File: src/hw/rtl/bsa_pkg.sv
package bsa_pkg;

  // region and alignment limits
  localparam int unsigned REGION_BYTES   = 65536;
  localparam int unsigned MAX_ALIGN_LOG2 = 12;

  // field widths
  localparam int unsigned OFS_W   = 17;
  localparam int unsigned ALIGN_W = 4;
  localparam int unsigned CNT_W   = 32;
  localparam int unsigned AOFS_W  = OFS_W + 1;  // aligned size or start
  localparam int unsigned END_W   = OFS_W + 2;  // aligned start plus aligned size

  localparam logic [OFS_W-1:0]   REGION_LIMIT = OFS_W'(REGION_BYTES);
  localparam logic [ALIGN_W-1:0] ALIGN_MAX    = ALIGN_W'(MAX_ALIGN_LOG2);
  localparam logic [CNT_W-1:0]   CNT_MAX      = '1;

  // configuration register indexes
  localparam logic CFG_REGION_SIZE = 1'b0;
  localparam logic CFG_DEF_ALIGN   = 1'b1;

  // request kinds
  typedef enum logic [1:0] {
    REQ_ALLOC      = 2'd0,
    REQ_CHECKPOINT = 2'd1,
    REQ_RESTORE    = 2'd2,
    REQ_RESET      = 2'd3
  } req_type_e;

  // result status codes
  typedef enum logic [1:0] {
    ST_OK           = 2'd0,
    ST_ZERO_SIZE    = 2'd1,
    ST_NO_SPACE     = 2'd2,
    ST_RESTORE_IGN  = 2'd3
  } status_e;

  typedef struct packed {
    req_type_e          req_type;
    logic [OFS_W-1:0]   alloc_size;
    logic               use_default_align;
    logic [ALIGN_W-1:0] align_log2;
    logic [OFS_W-1:0]   restore_offset;
  } bsa_req_t;

  typedef struct packed {
    logic [OFS_W-1:0]   region_size;
    logic [ALIGN_W-1:0] default_align_log2;
  } bsa_cfg_t;

  typedef struct packed {
    logic [OFS_W-1:0] top;
    logic [OFS_W-1:0] peak;
    logic [CNT_W-1:0] live_count;
    logic [CNT_W-1:0] used_bytes;
    logic [CNT_W-1:0] alloc_count;
    logic [CNT_W-1:0] alloc_bytes;
    logic [CNT_W-1:0] restore_count;
    logic [CNT_W-1:0] fail_count;
  } bsa_state_t;

  // saturating counter add
  function automatic logic [CNT_W-1:0] sat_add(input logic [CNT_W-1:0] a,
                                               input logic [CNT_W-1:0] b);
    logic [CNT_W:0] s;
    s = {1'b0, a} + {1'b0, b};
    return s[CNT_W] ? CNT_MAX : s[CNT_W-1:0];
  endfunction

endpackage

File: src/hw/rtl/bsa_in_stage.sv
module bsa_in_stage (
  input  logic              clk_i,
  input  logic              rst_ni,
  input  logic              valid_i,
  output logic              ready_o,
  input  bsa_pkg::bsa_req_t req_i,
  output logic              valid_o,
  input  logic              take_i,
  output bsa_pkg::bsa_req_t req_o
);

  logic              valid_q, valid_d;
  bsa_pkg::bsa_req_t req_q;

  // stage frees up in the same cycle its request moves on
  assign ready_o = !valid_q || take_i;

  always_comb begin
    valid_d = valid_q;
    if (ready_o) begin
      valid_d = valid_i;
    end
  end

  always_ff @(posedge clk_i or negedge rst_ni) begin
    if (!rst_ni) begin
      valid_q <= 1'b0;
    end else begin
      valid_q <= valid_d;
    end
  end

  // request payload
  always_ff @(posedge clk_i) begin
    if (ready_o && valid_i) begin
      req_q <= req_i;
    end
  end

  assign valid_o = valid_q;
  assign req_o   = req_q;

endmodule

File: src/hw/rtl/bsa_exec.sv
module bsa_exec (
  input  bsa_pkg::bsa_req_t              req_i,
  input  bsa_pkg::bsa_cfg_t              cfg_i,
  input  bsa_pkg::bsa_state_t            state_i,
  output bsa_pkg::bsa_state_t            state_o,
  output bsa_pkg::status_e               status_o,
  output logic [bsa_pkg::OFS_W-1:0]      result_o
);

  logic [bsa_pkg::ALIGN_W-1:0] lg_sel, lg;
  logic [bsa_pkg::AOFS_W-1:0]  amask, asz, start;
  logic [bsa_pkg::END_W-1:0]   alloc_end;
  logic [bsa_pkg::OFS_W-1:0]   limit, freed;
  logic                        fail;

  // alignment select and clamp
  assign lg_sel = req_i.use_default_align ? cfg_i.default_align_log2 : req_i.align_log2;
  assign lg     = (lg_sel > bsa_pkg::ALIGN_MAX) ? bsa_pkg::ALIGN_MAX : lg_sel;
  assign amask  = (bsa_pkg::AOFS_W'(1) << lg) - bsa_pkg::AOFS_W'(1);

  // round size and top, then check against the effective limit
  assign asz       = ({1'b0, req_i.alloc_size} + amask) & ~amask;
  assign start     = ({1'b0, state_i.top} + amask) & ~amask;
  assign alloc_end = {1'b0, asz} + {1'b0, start};
  assign limit     = (cfg_i.region_size > bsa_pkg::REGION_LIMIT) ? bsa_pkg::REGION_LIMIT
                                                                  : cfg_i.region_size;
  assign fail      = alloc_end > {2'b00, limit};
  assign freed     = state_i.top - req_i.restore_offset;

  always_comb begin
    state_o  = state_i;
    status_o = bsa_pkg::ST_OK;
    result_o = '0;
    case (req_i.req_type)
      bsa_pkg::REQ_ALLOC: begin
        if (req_i.alloc_size == '0) begin
          status_o = bsa_pkg::ST_ZERO_SIZE;
        end else if (fail) begin
          status_o           = bsa_pkg::ST_NO_SPACE;
          state_o.fail_count = bsa_pkg::sat_add(state_i.fail_count, bsa_pkg::CNT_W'(1));
        end else begin
          state_o.top = alloc_end[bsa_pkg::OFS_W-1:0];
          if (alloc_end[bsa_pkg::OFS_W-1:0] > state_i.peak) begin
            state_o.peak = alloc_end[bsa_pkg::OFS_W-1:0];
          end
          result_o            = start[bsa_pkg::OFS_W-1:0];
          state_o.alloc_count = bsa_pkg::sat_add(state_i.alloc_count, bsa_pkg::CNT_W'(1));
          state_o.live_count  = bsa_pkg::sat_add(state_i.live_count, bsa_pkg::CNT_W'(1));
          state_o.alloc_bytes = bsa_pkg::sat_add(state_i.alloc_bytes,
                                                 bsa_pkg::CNT_W'(asz));
          state_o.used_bytes  = bsa_pkg::sat_add(state_i.used_bytes,
                                                 bsa_pkg::CNT_W'(asz));
        end
      end
      bsa_pkg::REQ_CHECKPOINT: begin
        result_o = state_i.top;
      end
      bsa_pkg::REQ_RESTORE: begin
        if (req_i.restore_offset <= state_i.top) begin
          state_o.top = req_i.restore_offset;
          state_o.used_bytes = (state_i.used_bytes > bsa_pkg::CNT_W'(freed))
                               ? state_i.used_bytes - bsa_pkg::CNT_W'(freed) : '0;
          state_o.restore_count = bsa_pkg::sat_add(state_i.restore_count,
                                                   bsa_pkg::CNT_W'(1));
        end else begin
          status_o = bsa_pkg::ST_RESTORE_IGN;
        end
      end
      bsa_pkg::REQ_RESET: begin
        state_o.top        = '0;
        state_o.live_count = '0;
        state_o.used_bytes = '0;
      end
      default: begin
        state_o = state_i;
      end
    endcase
  end

endmodule

File: src/hw/rtl/bump_stack_allocator_unit.sv
// channel    dir  tdata fields (low bit up)                         tuser
// s_axis     in   alloc_size, use_default_align, align_log2,         req_type
//                 restore_offset
// m_axis     out  result_offset, top_offset, high_water,             status
//                 live_allocations, bytes_in_use, total_allocs,
//                 total_bytes, total_restores, failed_allocs
// cfg        in   cfg_idx_i 0 region_size, 1 default_align_log2
//
// One request per cycle unless the result stalls; input and result are registered.
// The allocator state register feeds bsa_exec, whose output loads it back.
// Reset clears state, counters and valids and loads the default configuration.
// A stalled result holds the state; the input register still takes one more request.
module bump_stack_allocator_unit (
  input  logic                        clk_i,
  input  logic                        rst_ni,
  input  logic                        s_axis_tvalid,
  output logic                        s_axis_tready,
  input  logic [39:0]                 s_axis_tdata,  // alloc_size, use_default_align,
                                                     // align_log2, restore_offset
  input  logic [1:0]                  s_axis_tuser,  // req_type
  output logic                        m_axis_tvalid,
  input  logic                        m_axis_tready,
  output logic [247:0]                m_axis_tdata,  // result_offset, top_offset,
                                                     // high_water, live_allocations,
                                                     // bytes_in_use, total_allocs,
                                                     // total_bytes, total_restores,
                                                     // failed_allocs
  output logic [1:0]                  m_axis_tuser,  // status
  input  logic                        cfg_we_i,
  input  logic                        cfg_idx_i,
  input  logic [bsa_pkg::OFS_W-1:0]   cfg_wdata_i
);

  bsa_pkg::bsa_req_t   s_req, req;
  bsa_pkg::bsa_cfg_t   cfg_q;
  bsa_pkg::bsa_state_t state_q, state_d;
  bsa_pkg::status_e    status_d, status_q;
  logic [bsa_pkg::OFS_W-1:0] result_d, result_q;
  logic req_valid, advance, out_valid_q, out_valid_d;

  // unpack the incoming request
  assign s_req.req_type          = bsa_pkg::req_type_e'(s_axis_tuser);
  assign s_req.alloc_size        = s_axis_tdata[16:0];
  assign s_req.use_default_align = s_axis_tdata[17];
  assign s_req.align_log2        = s_axis_tdata[21:18];
  assign s_req.restore_offset    = s_axis_tdata[38:22];

  bsa_in_stage u_in (
    .clk_i   (clk_i),
    .rst_ni  (rst_ni),
    .valid_i (s_axis_tvalid),
    .ready_o (s_axis_tready),
    .req_i   (s_req),
    .valid_o (req_valid),
    .take_i  (advance),
    .req_o   (req)
  );

  bsa_exec u_exec (
    .req_i    (req),
    .cfg_i    (cfg_q),
    .state_i  (state_q),
    .state_o  (state_d),
    .status_o (status_d),
    .result_o (result_d)
  );

  // request moves into the result register when that is free or drains
  assign advance = req_valid && (!out_valid_q || m_axis_tready);

  always_comb begin
    out_valid_d = out_valid_q;
    if (advance) begin
      out_valid_d = 1'b1;
    end else if (m_axis_tready) begin
      out_valid_d = 1'b0;
    end
  end

  // configuration registers
  always_ff @(posedge clk_i or negedge rst_ni) begin
    if (!rst_ni) begin
      cfg_q.region_size        <= bsa_pkg::REGION_LIMIT;
      cfg_q.default_align_log2 <= bsa_pkg::ALIGN_W'(3);
    end else if (cfg_we_i) begin
      case (cfg_idx_i)
        bsa_pkg::CFG_REGION_SIZE: cfg_q.region_size <= cfg_wdata_i;
        bsa_pkg::CFG_DEF_ALIGN: begin
          cfg_q.default_align_log2 <= cfg_wdata_i[bsa_pkg::ALIGN_W-1:0];
        end
        default: cfg_q <= cfg_q;
      endcase
    end
  end

  // allocator state and output valid
  always_ff @(posedge clk_i or negedge rst_ni) begin
    if (!rst_ni) begin
      state_q     <= '0;
      out_valid_q <= 1'b0;
    end else begin
      out_valid_q <= out_valid_d;
      if (advance) begin
        state_q <= state_d;
      end
    end
  end

  // result payload
  always_ff @(posedge clk_i) begin
    if (advance) begin
      status_q <= status_d;
      result_q <= result_d;
    end
  end

  // state registers change only when the result register loads, so they
  // hold the post-request snapshot for the waiting result
  assign m_axis_tvalid = out_valid_q;
  assign m_axis_tuser  = status_q;
  assign m_axis_tdata  = {5'b0,
                          state_q.fail_count, state_q.restore_count,
                          state_q.alloc_bytes, state_q.alloc_count,
                          state_q.used_bytes, state_q.live_count,
                          state_q.peak, state_q.top, result_q};

`ifndef SYNTHESIS
  a_top_in_region: assert property (@(posedge clk_i) disable iff (!rst_ni)
    state_q.top <= bsa_pkg::REGION_LIMIT)
    else $error("top beyond region");

  a_peak_covers_top: assert property (@(posedge clk_i) disable iff (!rst_ni)
    state_q.top <= state_q.peak)
    else $error("high water below top");

  a_stall_holds_state: assert property (@(posedge clk_i) disable iff (!rst_ni)
    (out_valid_q && !m_axis_tready) |=> $stable(state_q))
    else $error("state changed under stalled result");

  a_allocs_monotonic: assert property (@(posedge clk_i) disable iff (!rst_ni)
    1'b1 |=> state_q.alloc_count >= $past(state_q.alloc_count))
    else $error("total allocs decreased");

  a_used_le_total: assert property (@(posedge clk_i) disable iff (!rst_ni)
    state_q.used_bytes <= state_q.alloc_bytes)
    else $error("bytes in use above total bytes");
`endif

endmodule

File: config.mk
export PLATFORM = sky130hd
export DESIGN_NAME = bump_stack_allocator_unit
export DESIGN_NICKNAME = d
export VERILOG_FILES = /design/src/hw/rtl/bsa_pkg.sv /design/src/hw/rtl/bsa_in_stage.sv /design/src/hw/rtl/bsa_exec.sv /design/src/hw/rtl/bump_stack_allocator_unit.sv
export SDC_FILE = /design/constraint.sdc
export NUM_CORES = 1
export LEC_CHECK = 0
export BUFFER_PORTS_ARGS = -buffer_cell sky130_fd_sc_hd__buf_2
export CAP_MARGIN = 10
export CORE_MARGIN = 4
export CORE_UTILIZATION = 53
export CTS_CLUSTER_DIAMETER = 30
export DETAILED_ROUTE_END_ITERATION = 7
export HOLD_SLACK_MARGIN = 0.03
export MAX_ROUTING_LAYER = met4
export PLACE_DENSITY = 0.79
export SLEW_MARGIN = 20
export SYNTH_ARGS = -nofsm -noshare
export SYNTH_HDL_FRONTEND = slang
export SYNTH_SLANG_ARGS = --single-unit
File: constraint.sdc
create_clock -name clk_i -period 8.2 [get_ports clk_i]
set_input_delay 2.05 -clock clk_i [delete_from_list [all_inputs] [get_ports clk_i]]
set_output_delay 2.05 -clock clk_i [all_outputs]
set_load 0.03 [all_outputs]
# Word-level counts from Yosys, hierarchy flattened
# Cells that the tools add are included.
# W data, S select, Z words.
dict set report totals {
  regBits 309
  latch_bits 0
  ramBits 0
  romBits 0
  input_bits 65
  memories 0
}
dict set report op_classes {
  n_addsub 12
  n_mul 0
  div 0
  magnitude_cmp 6
  eq_ne 6
  n_shift 1
  mux 27
  n_bitwise 6
  n_reduce_logical 19
}
# operator count
set ops {}
lappend ops {{$mux W162} 2}
lappend ops {{$mux W32} 8}
lappend ops {{$add A32 B1 Y33 const B} 4}
lappend ops {{$pmux W32 S3} 1}
lappend ops {{$mux W17} 5}
lappend ops {{$add A32 B18 Y33} 2}
lappend ops {{$pmux W32 S2} 1}
lappend ops {{$pmux W17 S3} 1}
lappend ops {{$add A17 B18 Y18} 2}
lappend ops {{$and A18 B18 Y18} 2}
lappend ops {{$pmux W17 S2} 1}
lappend ops {{$gt A32 B17 Y1} 1}
lappend ops {{$sub A32 B17 Y32} 1}
lappend ops {{$add A18 B18 Y19} 1}
lappend ops {{$gt A19 B17 Y1} 1}
lappend ops {{$not A18 Y18} 1}
lappend ops {{$shl A1 B4 Y18 const A} 1}
lappend ops {{$sub A18 B2 Y18 const B} 1}
lappend ops {{$gt A17 B17 Y1} 1}
lappend ops {{$gt A17 B17 Y1 const B} 1}
lappend ops {{$le A17 B17 Y1} 1}
lappend ops {{$logic_not A17 Y1} 1}
lappend ops {{$sub A17 B17 Y17} 1}
lappend ops {{$reduce_and A4 Y1} 3}
lappend ops {{19 further kinds} 33}

# Longest topological paths before layout
dict set report logic_depth {
  ltp_word 13
  ltp_mapped 37
}

# Modules after synthesis
# Synthesis repeated with hierarchy kept, for this count alone.
dict set report unflattened {
  hier_cells 2641
  area_unflattened_um2 24597.3
}
# module instances cells_each area_per_inst_um2 seq_area_each_um2
set by_module_without_submodules {}
lappend by_module_without_submodules {bsa_exec 1 2044 13370.3 0.0}
lappend by_module_without_submodules {bump_stack_allocator_unit 1 552 9942.0 6780.3}
lappend by_module_without_submodules {bsa_in_stage 1 45 1285.0 1256.2}

# Worst setup path after synthesis
# No wires, ideal clock.
dict set report synth_timing {
  path_type {register to register}
  start {register u_in.req_q (netlist bit u_in.req_o[21])}
  end {register state_q (netlist bit m_axis_tdata[42])}
  setup_ns 0.125
  arrival_ns 7.516
  required_ns 8.075
  setup_slack_ns 0.559
  path_stages_with_launch 33
  n_path_buf 4
  synth_period_minus_slack_ns 7.641
  cell_sequence {edfxtp_1 -> buf_2 -> mux2i_1 -> nor2_1 -> or4b_2 -> ha_1 -> clkbuf_1 -> nor4_1 -> a21oi_1 -> o21ai_0 -> ha_1 -> o211ai_1 -> a21oi_1 -> a211o_1 -> a21o_1 -> a21oi_1 -> xnor2_1 -> ha_1 -> a21boi_0 -> o21ai_0 -> maj3_1 -> nor2_1 -> xor2_1 -> ha_1 -> a41oi_1 -> o21ai_0 -> a211o_1 -> o211a_1 -> buf_2 -> nor3_4 -> nand4_4 -> buf_6 -> mux2_4}
}
dict set report synth_between {
  elab_chain_cells 11
}
# element line_no
set synth_rtl {}
lappend synth_rtl {{start: declaration} bsa_in_stage.sv:13} ;# bsa_pkg::bsa_req_t req_q;
lappend synth_rtl {{start signal: assignment} bsa_in_stage.sv:36} ;# req_q <= req_i;
lappend synth_rtl {{$mux W4 *} bsa_exec.sv:17} ;# assign lg_sel = req_i.use_default_align ? cfg_i.default_align_log2 : req_i.align_log2;
lappend synth_rtl {{$gt A4 B4 Y1} bsa_exec.sv:18} ;# assign lg = (lg_sel > bsa_pkg::ALIGN_MAX) ? bsa_pkg::ALIGN_MAX : lg_sel;
lappend synth_rtl {{$mux W4 *} bsa_exec.sv:18}
lappend synth_rtl {{$shl A1 B4 Y18 *} bsa_exec.sv:19} ;# assign amask = (bsa_pkg::AOFS_W'(1) << lg) - bsa_pkg::AOFS_W'(1);
lappend synth_rtl {{$sub A18 B2 Y18 *} bsa_exec.sv:19}
lappend synth_rtl {{$add A17 B18 Y18, or another cell as far along} bsa_exec.sv:22} ;# assign asz = ({1'b0, req_i.alloc_size} + amask) & ~amask;
lappend synth_rtl {{$and A18 B18 Y18, on equally long branches} {bsa_exec.sv:22, bsa_exec.sv:23}}
lappend synth_rtl {{$add A18 B18 Y19 *} bsa_exec.sv:24} ;# assign alloc_end = {1'b0, asz} + {1'b0, start};
lappend synth_rtl {{via u_exec.alloc_end (one bit)} bsa_exec.sv:12} ;# logic [bsa_pkg::END_W-1:0] alloc_end;
lappend synth_rtl {{$gt A19 B17 Y1} bsa_exec.sv:27} ;# assign fail = alloc_end > {2'b00, limit};
lappend synth_rtl {{$not A1 Y1 (no line)} n/a}
lappend synth_rtl {{$reduce_and A5 Y1 (no line) *} n/a}
lappend synth_rtl {{end signal: assignment} bump_stack_allocator_unit.sv:104} ;# state_q <= state_d;
lappend synth_rtl {{end: declaration} bump_stack_allocator_unit.sv:36} ;# bsa_pkg::bsa_state_t state_q, state_d;
# Mark *: on every way through the listed nets, which the timed path passes. The rest lies on a longest branch.
# A chain may end at the register's enable or synchronous reset.

# Worst setup path in the final report
dict set report layout_timing {
  start {register u_in.req_q (netlist bit u_in.req_o[21])}
  end {register result_q[14] (netlist name) (data pin)}
}
dict set report layout_between {
  elab_chain_cells 12
}
# element line_no
set layout_rtl {}
lappend layout_rtl {{$mux W4 *} bsa_exec.sv:17}
lappend layout_rtl {{$gt A4 B4 Y1} bsa_exec.sv:18}
lappend layout_rtl {{$mux W4 *} bsa_exec.sv:18}
lappend layout_rtl {{$shl A1 B4 Y18 *} bsa_exec.sv:19}
lappend layout_rtl {{$sub A18 B2 Y18 *} bsa_exec.sv:19}
lappend layout_rtl {{$add A17 B18 Y18, or another cell as far along} bsa_exec.sv:22}
lappend layout_rtl {{$and A18 B18 Y18, on equally long branches} {bsa_exec.sv:22, bsa_exec.sv:23}}
lappend layout_rtl {{$add A18 B18 Y19 *} bsa_exec.sv:24}
lappend layout_rtl {{via u_exec.alloc_end (one bit)} bsa_exec.sv:12}
lappend layout_rtl {{$gt A19 B17 Y1 *} bsa_exec.sv:27}
lappend layout_rtl {{$mux W17 *} bsa_exec.sv:38} ;# end else if (fail) begin
lappend layout_rtl {{$mux W17 *} bsa_exec.sv:36} ;# if (req_i.alloc_size == '0) begin
lappend layout_rtl {{$pmux W17 S2 *} bsa_exec.sv:34} ;# case (req_i.req_type)
lappend layout_rtl {{via result_d (one bit)} bump_stack_allocator_unit.sv:38} ;# logic [bsa_pkg::OFS_W-1:0] result_d, result_q;
lappend layout_rtl {{end signal: assignment} bump_stack_allocator_unit.sv:113} ;# result_q <= result_d;
lappend layout_rtl {{end: declaration} bump_stack_allocator_unit.sv:38}
# Marked as above.

==> reports/results.ini <==
[critical_path]
critPathMaxStageDelay_ns = 0.73
crit_path_end = result_q[14]$_DFFE_PP_
r2r-end = result_q[14]$_DFFE_PP_
reg2reg_depth = 32
critPathLaunch = u_in.req_o[21]$_DFFE_PP_
crit_type = flop to flop
critPathMaxFanout = 15
cp_slowest_cell = or4b_2
reg2reg_slack_ns = 0.29
critPathLaunchType = flop
cp.arrival_ns = 8.35
path_common_cell = nor2_1
cp-end-kind = flop
reg2reg_from = u_in.req_o[21]$_DFFE_PP_
required_ns = 8.64

[sta]
finalCritPeriodShare_pct = 96.4
fmax_mhz = 126
hold_viol_final = 0
period_minus_slack_ns = 7.91
finClkSkew_ns = 0.0306
finalSetupViolations = 0
setup_ws_ns = 0.292
slew_headroom_pct = 23.6
drv_slew = 0
fin_tns_setup_ns = 0
worst_pin_slew_ns = 1.14

[placement]
dp_hpwl_mm = 50.8
io_buffers = 310
place_ws_ns = -0.150
gp_congestion = 0.984

[grt]
antenna_found_initial = 6
grt_remaining_overflow = 0
grt_pass1_wl_mm = 110
grt_max_degree = 138
first_global_vias = 20400
grt_usage_pct = 32.0

[power]
swShare_pct = 46.3
clock_power_share_pct = 25.1
combPwrFrac_pct = 58.3
power.density_nw_per_um2 = 492
leakage_nw = 12.9
ir_drop_mv = 0.346
p_int_mw = 7.16
p_seq_share_pct = 16.6
switchingPower_mw = 6.19

[cts]
clk_pin_slew_ns = 0.05
cts_made_buffers = 79
clock_latency_ns = 0.61
clock-sinks = 309
ctsLongestPathBuffers = 3
h-tree-depth = 3
clockRootBuffer = clkbuf_16
cts_tree = built
cts_hold_buf = 0

[synthesis]
syn_area_per_cell_sq_um = 8.94
ys_seq_area_share_pct = 37.7
synth.top_cell.area_share_pct = 28.8
async_flop_share_pct = 80.6
syn_inst = 2388
synth_edf_count = 60
synth.distinct_cells = 93
ys.flop_type = dfrtp_1
synth-seq-cells = 309
syn-cell-area_sq_um = 21300
synth_top_area_cell = dfrtp_1
netlist_top_cells_area = dfrtp_1 29%, ha_1 9.1%, edfxtp_1 8.4%
synth_warnings = 0

[detailed_routing]
drtAntennaViolNets = 0
drtIter0Drc = 2123
drt-wirelength-per-cell_um = 20.9
drcViolationCount = 0
firstDrtPassIters = 6
vias_per_cell = 6.21
via_count = 21000
wl_mm = 70.7

[floorplan]
die_y_um = 209
die-area_sq_um = 43500
coreArea_sq_um = 39700
initial_core_util_pct = 53.7
rows = 73
fp.dieW_um = 209
num_io_pins = 317

[min_path]
hp-class = flop to flop

[finish]
multi_input_area_sq_um = 12800
regArea_sq_um = 8040
final_util_pct = 68.2
fill_cells = 3062
area_growth_pct = 27.1
drive_gt1_share_pct = 23.3
nNetsFinal = 3017

[run_status]
status = finished, final reports clean

[flow_run]
cap_viol_max_count = 0

## per-stage QoR
step | cells | cell area [sq um] | power, mW | hold WS (ns)
4_1_cts | 3368 | 26800 | 12.9 | 0.489
5_1_grt | 3387 | 27100 | 14.1 | 0.510
6_report | 3387 | 27100 | 13.3 | 0.484
3_3_place_gp | 3221 | 23900 | 9.22 | 0.468
3_5_place_dp | 3221 | 23900 | 9.44 | 0.485
2_1_floorplan | 2400 | 21400 | 7.20 | 0.457
## metal layers
layer | wire [um] | global-route usage (%) | vias to the layer above
met2 | 32300 | 49.2 | 1044
met5 | 0 | - | -
met4 | 3370 | 13.3 | 0
met3 | 6640 | 8.65 | 228
li1 | - | - | 9671
met1 | 28400 | 40.4 | 10100
## worst min-delay path by stage
stage | startpoint | endpoint | cells past startpoint
detailed placement | m_axis_tdata[141]$_DFFE_PN0P_ | m_axis_tdata[141]$_DFFE_PN0P_ | 1
global route | u_in.valid_o$_DFFE_PN0N_ | m_axis_tvalid$_DFFE_PN0P_ | 1
floorplan | u_in.valid_o$_DFFE_PN0N_ | m_axis_tvalid$_DFFE_PN0P_ | 1
finish | m_axis_tdata[141]$_DFFE_PN0P_ | m_axis_tdata[141]$_DFFE_PN0P_ | 1
global placement | u_in.valid_o$_DFFE_PN0N_ | m_axis_tvalid$_DFFE_PN0P_ | 1
CTS | m_axis_tdata[141]$_DFFE_PN0P_ | m_axis_tdata[141]$_DFFE_PN0P_ | 1
## placed cells by master, fill, tap and decap left out, types with 68 or more instances in the layout
cell type / netlist / routed
buf_2: 19 / 309
dfrtp_1: 246 / 246
nor2_1: 222 / 218
nand2_1: 219 / 218
a21oi_1: 194 / 191
ha_1: 155 / 152
o21ai_0: 152 / 146
inv_1: 90 / 89
nand3_1: 89 / 87
clkbuf_16: 0 / 82
buf_4: 5 / 79
xnor2_1: 75 / 74
a31oi_1: 69 / 68
## area by class of cell
cell class / instances / share of cell area [%]
Clock buffer: 90 / 7.82
Antenna cell: 6 / 0.0554
Multi-Input combinational cell: 1908 / 47.3
Inverter: 91 / 1.26
Tap cell: 525 / 2.42
Sequential cell: 309 / 29.6
Timing Repair Buffer: 401 / 8.66
Clock inverter: 57 / 2.82
## repair_timing
item,CTS,global route
setup buffers,0,11
pin swaps,0,10
setup endpoints to repair,109,211
resized for setup,5,41
cloned,0,2
## flip-flops by register name, indices dropped and copies added (netlist names)
signal and count:
cfg_q 21, m_axis_tdata 226, m_axis_tuser 2, m_axis_tvalid 1
result_q 17, u_in.req_o 41, u_in.valid_o 1
## synthesized netlist by cell type (6+ instances only)
cell and number:
o31ai_1 11, and2_1 23, ha_1 155, nor2b_1 34
o21a_1 27, nor2_1 222, nor4_1 21, a211o_1 7
o211ai_1 7, a21boi_0 8, and4_1 20, or2_2 8
xnor2_1 75, o31a_1 6, a31o_2 7, mux2_4 9
mux2_2 47, a221oi_1 31, nand3_1 89, a211oi_1 22
a21oi_1 194, clkbuf_1 66, nand2b_1 30, edfxtp_1 60
or3_1 21, and3_1 64, o21ai_0 152, nand4_1 34
a22o_1 18, nor3_1 44, a31oi_1 69, o21bai_1 12
o22ai_1 12, xor2_1 49, a41oi_1 17, dfrtp_1 246
nand2_1 219, inv_1 90, fa_1 7, buf_2 19
a21o_1 39, mux2i_1 7
## power groups by stage
stage          combinational, mW  clock, mW  sequential, mW
2_1_floorplan               4.67          0            2.53
3_3_place_gp                7.01          0            2.21
3_5_place_dp                7.22          0            2.22
4_1_cts                     7.31       3.38            2.20
5_1_grt                     8.42       3.46            2.24
6_report                    7.79       3.35            2.21
## critical path: cells and delay by family, from the launching register on
| kind | cells | cell delay [ns] |
|---|---|---|
| AOI/OAI and AO/OA | 8 | 1.51 |
| DFF | 1 | 0.41 |
| and+or+nand+nor | 13 | 3.06 |
| adders and majority gates | 5 | 1.59 |
| xor gates and xnor gates | 1 | 0.27 |
| buffers and inverters | 5 | 0.90 |
## cells by family (layout without fill, tap and decap cells)
| logic type | after synthesis | after routing | share of synthesized area [%] |
|---|---|---|---|
| AOI/OAI and AO/OA | 687 | 687 | 20.6 |
| xor gates and xnor gates | 125 | 125 | 5.19 |
| adders and majority gates | 166 | 166 | 9.94 |
| buffers and inverters | 183 | 639 | 3.45 |
| DFF | 309 | 309 | 37.7 |
| muxes | 63 | 63 | 3.44 |
| other | 1 | 19 | 0.0176 |
| and+or+nand+nor | 854 | 854 | 19.7 |
Note: power is estimated with default switching activity, not from simulation.
